File: src/rtl/sha1_pkg.sv
// Shared types and constants of the SHA-1 hasher.
`default_nettype none

package sha1_pkg;

    localparam int ROUNDS       = 80;
    localparam int DIGEST_WORDS = 5;
    localparam int BLOCK_BYTES  = 64;

    // Fill level at which the length field starts
    localparam logic [5:0] LEN_FILL  = 6'd56;
    localparam logic [5:0] LAST_FILL = 6'd63;

    localparam logic [7:0] PAD_BYTE = 8'h80;

    localparam logic [31:0] IV_WORDS [DIGEST_WORDS] = '{
        32'h67452301, 32'hefcdab89, 32'h98badcfe, 32'h10325476, 32'hc3d2e1f0
    };

    localparam logic [31:0] K_00_19 = 32'h5a827999;
    localparam logic [31:0] K_20_39 = 32'h6ed9eba1;
    localparam logic [31:0] K_40_59 = 32'h8f1bbcdc;
    localparam logic [31:0] K_60_79 = 32'hca62c1d6;

    // Source of the byte shifted into the block
    typedef enum logic [1:0] {
        SEL_MSG  = 2'd0,
        SEL_PAD  = 2'd1,
        SEL_ZERO = 2'd2,
        SEL_LEN  = 2'd3
    } byte_sel_t;

    typedef struct packed {
        logic      shift;      // shift one byte into the block
        byte_sel_t byte_sel;
        logic      load_vars;  // load a..e from the chaining value
        logic      round;      // run one compression round
        logic      fold;       // add a..e into the chaining value
        logic      out_adv;    // advance to the next digest word
        logic      clear;      // restore IV and zero the length
    } dp_cmd_t;

    typedef struct packed {
        logic [5:0] fill;
        logic       round_last;
        logic       out_last;
    } dp_sts_t;

endpackage

`default_nettype wire

File: src/rtl/sha1_dp.sv
// Datapath of the SHA-1 hasher: block shifter, round logic, chaining value.
`default_nettype none

module sha1_dp
    import sha1_pkg::*;
(
    input  wire logic        clk,
    input  wire logic        rst_n,
    input  wire logic [7:0]  in_byte,
    input  wire dp_cmd_t     cmd,
    output dp_sts_t          sts,
    output logic [31:0]      digest_word
);

    logic [31:0] w_reg     [16];
    logic [31:0] w_next    [16];
    logic [31:0] var_reg   [5];
    logic [31:0] var_next  [5];
    logic [31:0] chain_reg [DIGEST_WORDS];
    logic [31:0] chain_next[DIGEST_WORDS];
    logic [5:0]  fill_reg, fill_next;
    logic [63:0] len_reg, len_next;
    logic [6:0]  rnd_reg, rnd_next;
    logic [2:0]  idx_reg, idx_next;

    logic [7:0]  byte_in;
    logic [63:0] len_shift;
    logic [31:0] w_new;
    logic [31:0] f_val;
    logic [31:0] k_val;
    logic [31:0] tmp;
    logic        round_last;
    logic        out_last;

    // Pick the byte to shift in
    assign len_shift = len_reg >> {3'd7 - fill_reg[2:0], 3'b000};

    always_comb
    begin
        case (cmd.byte_sel)
            SEL_MSG:  byte_in = in_byte;
            SEL_PAD:  byte_in = PAD_BYTE;
            SEL_LEN:  byte_in = len_shift[7:0];
            default:  byte_in = 8'h00;
        endcase
    end

    // Round function and constant by round range
    always_comb
    begin
        if (rnd_reg < 7'd20)
        begin
            f_val = (var_reg[1] & var_reg[2]) | (~var_reg[1] & var_reg[3]);
            k_val = K_00_19;
        end
        else if (rnd_reg < 7'd40)
        begin
            f_val = var_reg[1] ^ var_reg[2] ^ var_reg[3];
            k_val = K_20_39;
        end
        else if (rnd_reg < 7'd60)
        begin
            f_val = (var_reg[1] & var_reg[2]) ^ (var_reg[1] & var_reg[3])
                  ^ (var_reg[2] & var_reg[3]);
            k_val = K_40_59;
        end
        else
        begin
            f_val = var_reg[1] ^ var_reg[2] ^ var_reg[3];
            k_val = K_60_79;
        end
    end

    assign tmp = {var_reg[0][26:0], var_reg[0][31:27]} + f_val + var_reg[4] + k_val
               + w_reg[0];

    // Rolling schedule: the word sixteen rounds ahead
    logic [31:0] w_mix;
    assign w_mix = w_reg[13] ^ w_reg[8] ^ w_reg[2] ^ w_reg[0];
    assign w_new = {w_mix[30:0], w_mix[31]};

    assign round_last = (rnd_reg == 7'(ROUNDS - 1));
    assign out_last   = (idx_reg == 3'(DIGEST_WORDS - 1));

    // Block shifter: bytes enter at the bottom, rounds consume the top word
    always_comb
    begin
        for (int i = 0; i < 16; i++)
        begin
            w_next[i] = w_reg[i];
        end
        if (cmd.shift)
        begin
            for (int i = 0; i < 15; i++)
            begin
                w_next[i] = {w_reg[i][23:0], w_reg[i + 1][31:24]};
            end
            w_next[15] = {w_reg[15][23:0], byte_in};
        end
        else if (cmd.round)
        begin
            for (int i = 0; i < 15; i++)
            begin
                w_next[i] = w_reg[i + 1];
            end
            w_next[15] = w_new;
        end
    end

    // Working variables a..e
    always_comb
    begin
        for (int i = 0; i < 5; i++)
        begin
            var_next[i] = var_reg[i];
        end
        if (cmd.load_vars)
        begin
            for (int i = 0; i < 5; i++)
            begin
                var_next[i] = chain_reg[i];
            end
        end
        else if (cmd.round)
        begin
            var_next[0] = tmp;
            var_next[1] = var_reg[0];
            var_next[2] = {var_reg[1][1:0], var_reg[1][31:2]};
            var_next[3] = var_reg[2];
            var_next[4] = var_reg[3];
        end
    end

    // Chaining value, counters and length
    always_comb
    begin
        for (int i = 0; i < DIGEST_WORDS; i++)
        begin
            chain_next[i] = chain_reg[i];
            if (cmd.clear)
            begin
                chain_next[i] = IV_WORDS[i];
            end
            else if (cmd.fold)
            begin
                chain_next[i] = chain_reg[i] + var_reg[i];
            end
        end

        fill_next = cmd.shift ? fill_reg + 6'd1 : fill_reg;

        len_next = len_reg;
        if (cmd.clear)
        begin
            len_next = '0;
        end
        else if (cmd.shift && (cmd.byte_sel == SEL_MSG))
        begin
            len_next = len_reg + 64'd8;
        end

        rnd_next = rnd_reg;
        if (cmd.load_vars)
        begin
            rnd_next = '0;
        end
        else if (cmd.round)
        begin
            rnd_next = rnd_reg + 7'd1;
        end

        idx_next = idx_reg;
        if (cmd.out_adv)
        begin
            idx_next = out_last ? 3'd0 : idx_reg + 3'd1;
        end
    end

    // Payload registers
    always_ff @(posedge clk)
    begin
        for (int i = 0; i < 16; i++)
        begin
            w_reg[i] <= w_next[i];
        end
        for (int i = 0; i < 5; i++)
        begin
            var_reg[i] <= var_next[i];
        end
    end

    // Control registers
    always_ff @(posedge clk or negedge rst_n)
    begin
        if (!rst_n)
        begin
            for (int i = 0; i < DIGEST_WORDS; i++)
            begin
                chain_reg[i] <= IV_WORDS[i];
            end
            fill_reg <= '0;
            len_reg  <= '0;
            rnd_reg  <= '0;
            idx_reg  <= '0;
        end
        else
        begin
            for (int i = 0; i < DIGEST_WORDS; i++)
            begin
                chain_reg[i] <= chain_next[i];
            end
            fill_reg <= fill_next;
            len_reg  <= len_next;
            rnd_reg  <= rnd_next;
            idx_reg  <= idx_next;
        end
    end

    assign digest_word    = chain_reg[idx_reg];
    assign sts.fill       = fill_reg;
    assign sts.round_last = round_last;
    assign sts.out_last   = out_last;

    // A clear always restores the first IV word and zeroes the length
    a_clear_iv: assert property (@(posedge clk) disable iff (!rst_n)
        cmd.clear |=> (chain_reg[0] == IV_WORDS[0]) && (len_reg == 64'd0))
        else $error("chaining value not restored after digest");

endmodule

`default_nettype wire

File: src/rtl/sha1_ctrl.sv
// Controller of the SHA-1 hasher: input, padding, rounds and digest output.
`default_nettype none

module sha1_ctrl
    import sha1_pkg::*;
(
    input  wire logic    clk,
    input  wire logic    rst_n,
    input  wire logic    in_valid,
    output logic         in_ready,
    input  wire logic    in_has_byte,
    input  wire logic    in_end,
    output logic         out_valid,
    input  wire logic    out_ready,
    input  wire dp_sts_t sts,
    output dp_cmd_t      cmd
);

    typedef enum logic [4:0] {
        ST_IDLE  = 5'b00001,
        ST_PAD   = 5'b00010,
        ST_ROUND = 5'b00100,
        ST_FOLD  = 5'b01000,
        ST_OUT   = 5'b10000
    } state_t;

    state_t state_reg, state_next;
    logic   end_reg, end_next;   // message end seen, padding still owed
    logic   pad_reg, pad_next;   // 0x80 already placed
    logic   len_reg, len_next;   // length bytes under way

    logic   block_full;

    assign block_full = (sts.fill == LAST_FILL);

    always_comb
    begin
        state_next = state_reg;
        end_next   = end_reg;
        pad_next   = pad_reg;
        len_next   = len_reg;
        cmd        = '0;
        in_ready   = 1'b0;
        out_valid  = 1'b0;

        case (state_reg)
            // Take one beat, shift in its byte if it carries one
            ST_IDLE:
            begin
                in_ready = 1'b1;
                if (in_valid)
                begin
                    end_next = in_end;
                    if (in_has_byte)
                    begin
                        cmd.shift    = 1'b1;
                        cmd.byte_sel = SEL_MSG;
                        if (block_full)
                        begin
                            cmd.load_vars = 1'b1;
                            state_next    = ST_ROUND;
                        end
                        else if (in_end)
                        begin
                            state_next = ST_PAD;
                        end
                    end
                    else if (in_end)
                    begin
                        state_next = ST_PAD;
                    end
                end
            end

            // Append 0x80, zeros, then the bit length, one byte a cycle between compressions
            ST_PAD:
            begin
                cmd.shift = 1'b1;
                if (!pad_reg)
                begin
                    cmd.byte_sel = SEL_PAD;
                    pad_next     = 1'b1;
                end
                else if (len_reg || (sts.fill == LEN_FILL))
                begin
                    cmd.byte_sel = SEL_LEN;
                    len_next     = 1'b1;
                end
                else
                begin
                    cmd.byte_sel = SEL_ZERO;
                end
                if (block_full)
                begin
                    cmd.load_vars = 1'b1;
                    state_next    = ST_ROUND;
                end
            end

            ST_ROUND:
            begin
                cmd.round = 1'b1;
                if (sts.round_last)
                begin
                    state_next = ST_FOLD;
                end
            end

            // Add the working variables into the chaining value
            ST_FOLD:
            begin
                cmd.fold = 1'b1;
                if (len_reg)
                begin
                    state_next = ST_OUT;
                end
                else if (end_reg)
                begin
                    state_next = ST_PAD;
                end
                else
                begin
                    state_next = ST_IDLE;
                end
            end

            // Drive the five digest words, then restart
            ST_OUT:
            begin
                out_valid = 1'b1;
                if (out_ready)
                begin
                    cmd.out_adv = 1'b1;
                    if (sts.out_last)
                    begin
                        cmd.clear  = 1'b1;
                        end_next   = 1'b0;
                        pad_next   = 1'b0;
                        len_next   = 1'b0;
                        state_next = ST_IDLE;
                    end
                end
            end

            default:
            begin
                state_next = ST_IDLE;
            end
        endcase
    end

    always_ff @(posedge clk or negedge rst_n)
    begin
        if (!rst_n)
        begin
            state_reg <= ST_IDLE;
            end_reg   <= 1'b0;
            pad_reg   <= 1'b0;
            len_reg   <= 1'b0;
        end
        else
        begin
            state_reg <= state_next;
            end_reg   <= end_next;
            pad_reg   <= pad_next;
            len_reg   <= len_next;
        end
    end

    // The digest only goes out on a block boundary
    a_out_aligned: assert property (@(posedge clk) disable iff (!rst_n)
        (state_reg == ST_OUT) |-> (sts.fill == 6'd0))
        else $error("digest output with a partial block pending");

    // A full block always starts the rounds
    a_block_rounds: assert property (@(posedge clk) disable iff (!rst_n)
        cmd.load_vars |=> (state_reg == ST_ROUND))
        else $error("block loaded without compression");

    // Length bytes come only after the pad byte
    a_len_after_pad: assert property (@(posedge clk) disable iff (!rst_n)
        (cmd.shift && (cmd.byte_sel == SEL_LEN)) |-> pad_reg)
        else $error("length written before the pad byte");

endmodule

`default_nettype wire

File: src/rtl/sha1_message_hasher_top.sv
// Top level of the SHA-1 hasher: stream ports around controller and datapath.
//
//  channel   dir  tdata                     tuser           tlast
//  s_axis    in   [7:0] msg_byte            byte_valid      end_of_message
//  m_axis    out  [31:0] digest_word        -               digest_last
//
// Message bytes are taken one per cycle while tready is high; every 64th
// byte starts the 80 single-cycle compression rounds and the chaining-value add.
// The end beat is followed by the padding bytes (9 to 72) and one or two
// compressions, then five output beats; tready is low throughout.
// Reset loads the SHA-1 initial values and clears fill and length.
// A stalled m_axis holds the current digest word until taken.
`default_nettype none

module sha1_message_hasher_top
    import sha1_pkg::*;
(
    input  wire logic        clk,
    input  wire logic        rst_n,
    input  wire logic        s_axis_tvalid,
    output logic             s_axis_tready,
    input  wire logic [7:0]  s_axis_tdata,   // [7:0] msg_byte
    input  wire logic        s_axis_tuser,   // [0] byte_valid
    input  wire logic        s_axis_tlast,
    output logic             m_axis_tvalid,
    input  wire logic        m_axis_tready,
    output logic [31:0]      m_axis_tdata,   // [31:0] digest_word
    output logic             m_axis_tlast
);

    dp_cmd_t cmd;
    dp_sts_t sts;

    sha1_ctrl u_ctrl (
        .clk         (clk),
        .rst_n       (rst_n),
        .in_valid    (s_axis_tvalid),
        .in_ready    (s_axis_tready),
        .in_has_byte (s_axis_tuser),
        .in_end      (s_axis_tlast),
        .out_valid   (m_axis_tvalid),
        .out_ready   (m_axis_tready),
        .sts         (sts),
        .cmd         (cmd)
    );

    sha1_dp u_dp (
        .clk         (clk),
        .rst_n       (rst_n),
        .in_byte     (s_axis_tdata),
        .cmd         (cmd),
        .sts         (sts),
        .digest_word (m_axis_tdata)
    );

    assign m_axis_tlast = sts.out_last;

endmodule

`default_nettype wire
File: config.mk
export PLATFORM = sky130hd
export DESIGN_NAME = sha1_message_hasher_top
export DESIGN_NICKNAME = d
export VERILOG_FILES = /design/src/rtl/sha1_pkg.sv /design/src/rtl/sha1_dp.sv /design/src/rtl/sha1_ctrl.sv /design/src/rtl/sha1_message_hasher_top.sv
export SDC_FILE = /design/constraint.sdc
export NUM_CORES = 2
export LEC_CHECK = 0
export ABC_AREA = 1
export BUFFER_PORTS_ARGS = -buffer_cell sky130_fd_sc_hd__buf_2
export CAP_MARGIN = 20
export CORE_ASPECT_RATIO = 1.1
export CORE_MARGIN = 3
export CORE_UTILIZATION = 50
export CTS_BUF_LIST = sky130_fd_sc_hd__clkbuf_4 sky130_fd_sc_hd__clkbuf_8 sky130_fd_sc_hd__clkbuf_16
export DETAILED_ROUTE_END_ITERATION = 6
export PLACE_DENSITY = 0.75
export SETUP_SLACK_MARGIN = 0.2
export SLEW_MARGIN = 20
export SYNTH_ARGS = -nofsm -noshare
export SYNTH_HDL_FRONTEND = slang
export SYNTH_SLANG_ARGS = --single-unit
File: constraint.sdc
create_clock -name clk -period 21.6 [get_ports clk]
set_input_delay 1.08 -clock clk [delete_from_list [all_inputs] [get_ports clk]]
set_output_delay 1.08 -clock clk [all_outputs]
set_load 0.01 [all_outputs]
==> out/results.ini <==
[synthesis]
syn_inst = 7702
ys_ff_latch = 917
synth.distinct_cells = 56
syn_nets = 8041
synth_warnings = 0
synth_area_per_cell_um2 = 7.746
syn-cell-area_mm2 = 0.05966
ys_seq_area_share_pct = 44.27

[worst_setup_path]
arrival_ps = 6890
crit_type = reg -> reg
path_cells = nand2_1 > nand3_1 > nand2_1 > buf_4 > clkinv_1 > a221oi_1 > fa_1 > inv_1 > ha_1 > inv_1 > fa_1 > inv_1 > ha_1 > inv_1 > fa_1 > o21bai_1 > nand2_1 > nand3_1 > nand3_1 > nand2_1 > nand2_1 > nand3_1 > nand2_1
critPathMaxFanout = 18
critPathLaunchType = flop
worst-path-buf-inv = 6
cp_slowest_cell = nand3_1
critPathMaxStageDelay_ps = 640
cpMostUsedCell = nand2_1
worst_setup_path_end_kind = flop
required_ps = 22090
path_delay_family = adder cells

[routing]
routed_wl_um = 210300
drt.antenna.violating_nets = 0
post-route-drc-count = 1
drt_iter0_drc = 6308
via_count = 52550
firstDrtPassIters = 7
viasPerCell = 5.659
wl_per_cell_um = 22.65

[cells_and_area]
drive_gt1_share_pct = 5.127
mostFrequentLayoutCell = nand2_1
layout_common_cells = 2972 x nand2_1, 961 x inv_1, 672 x edfxtp_1, 469 x o21ai_0, 455 x nor2_1
syn_to_final_growth_pct = 8.251
layout.nets = 7992
largest_reg_flops = 512

[global_routing]
grt_pass1_vias = 50120
globalRoute.totalOverflow = 0
grt_pass1_wl_um = 312300
gr-usage-all-layers_pct = 33.68
antenna_found_initial = 4
grt_max_degree = 263

[timing]
min_period_ps = 6401
hold_viol_final = 0
fmax_ghz = 0.1562
finalCritPeriodShare_pct = 29.63
slew_headroom_pct = 18.04
setup_viol = 0
setup_tns_ps = 0
worstMarginPinSlew_ps = 1229
rsz0062_at_grt = false
finClkSkew_ps = 85.56
slew_viol_final = 0

[die]
die_h_um = 368.3
rows = 132
initial_core_util_pct = 50.52
design.die.area_mm2 = 0.1235
core_area_mm2 = 0.1181
die_w_um = 335.3
io-pin-count = 49

[clocking]
clock_sinks = 917
h-tree-depth = 3
clk_pin_slew_ps = 70
worstSkewPairLatency_ps = 760
clock_path_buffers = 3
cts_root_buffer = clkbuf_16
cts_tree = yes
hold_buffers = 0
ctsResizeCount = 0
cts_buffers = 103
post-cts-setup-buffers = 0

[place]
placement.io_buffers = 48
gp_congestion = 1.008
hpwlAfterDp_um = 158400

[outcome]
outcome = finished with violations
violations = DRC

[min_path]
hold_class = in -> async

[job]
max_cap_viol_count = 0

## logic make-up (layout without fill, tap and decap cells)
kind of cell	after synthesis	count (layout)	synth area share, %
buf+inv	1220	1262	8.261
flops	917	917	44.27
other cells	0	2	0
simple gates	4035	4035	27.20
xor+xnor	186	186	2.731
compound gates	1019	1019	9.226
fa+ha+maj	325	325	8.314
## worst reg2reg max path: cells and delay by family, from the launching register on
family | cells | cell delay (ps)
and+or+nand+nor | 10 | 1750
DFF | 1 | 420
AOI/OAI and AO/OA | 2 | 940
buffers and inverters | 6 | 1250
adders and majority gates | 5 | 1790
## per-layer routing
metal / global-route usage [%] / wire (µm) / up-vias
met3: 5.006 / 16260 / 434
met5: 0 / 30 / -
met4: 17.28 / 12530 / 4
met1: 44.36 / 85350 / 25050
met2: 54.09 / 96150 / 2268
li1: - / - / 24800
## cells in the mapped netlist (all sizes together)
| library cell | instances | area share (%) |
|---|---|---|
| nand3b | 20 | 0.25 |
| clkbuf | 72 | 0.45 |
| o32ai | 1 | 0.015 |
| nor4 | 15 | 0.16 |
| o21ai | 535 | 4.5 |
| and3 | 2 | 0.021 |
| inv | 975 | 6.1 |
| o31ai | 9 | 0.11 |
| o22ai | 59 | 0.62 |
| buf | 171 | 1.7 |
| a221o | 2 | 0.034 |
| ha | 206 | 4.3 |
| nand3 | 364 | 3.1 |
| o21bai | 46 | 0.58 |
| clkinv | 2 | 0.013 |
| dfstp | 81 | 3.6 |
| nand4 | 94 | 1.0 |
| o21a | 5 | 0.063 |
| a22oi | 4 | 0.050 |
| nand2 | 2979 | 19 |
| nor3b | 1 | 0.013 |
| a21boi | 1 | 0.013 |
| nor3 | 67 | 0.57 |
| xor2 | 60 | 0.88 |
| nor2 | 464 | 3.0 |
| fa | 119 | 4.0 |
| or2 | 11 | 0.12 |
| xnor2 | 126 | 1.8 |
| a211oi | 6 | 0.075 |
| dfrtp | 164 | 6.9 |
| edfxtp | 672 | 34 |
| o211ai | 23 | 0.29 |
| a21oi | 302 | 2.5 |
| a21o | 8 | 0.10 |
| and3b | 1 | 0.015 |
| a221oi | 7 | 0.10 |
| o221ai | 6 | 0.088 |
| a31oi | 4 | 0.042 |
| a22o | 1 | 0.015 |
| and2 | 17 | 0.18 |
## path summary, 6_finish.rpt
path / endpoint / start / slack, ps / cells past startpoint
max: u_dp.var_reg[0][29] / u_dp.rnd_reg[2] / 15200 / 23
min: u_dp.len_reg[60] / rst_n / 390 / 1
max reg2reg: u_dp.var_reg[0][29] / u_dp.rnd_reg[2] / 15200 / 23
min reg2reg: u_dp.fill_reg[4] / u_dp.fill_reg[4] / 470 / 1
max in group asynchronous: u_dp.chain_reg[151] / rst_n / 19160 / 3
min in group clk: u_dp.fill_reg[4] / u_dp.fill_reg[4] / 470 / 1
## metrics by stage
step | cells | setup slack (ps) | area, µm² | hold slack [ps] | utilization [%]
after floorplan | 7702 | 7822 | 59660 | 441.6 | -
after global placement | 9087 | 14950 | 60950 | 460.7 | 51.62
after detailed placement | 9087 | 14850 | 60950 | 463.3 | 51.62
after CTS | 9283 | 15250 | 64530 | 389.0 | 54.64
after global routing | 9285 | 14820 | 64570 | 435.0 | 54.68
final | 9287 | 15200 | 64580 | 392.4 | 54.69
## cell type report
cell class / instances / area, µm²
Sequential cell: 917 / 26410
Fill cell: 11180 / 53510
Clock buffer: 128 / 2831
Tap cell: 1541 / 1928
Clock inverter: 68 / 740.7
Inverter: 977 / 3695
Timing Repair Buffer: 89 / 628.1
Multi-Input combinational cell: 5565 / 28340
Antenna cell: 2 / 5.005
Power is not shown: default switching activity piles up to over one toggle a cycle in this logic, so the estimate is an artifact.
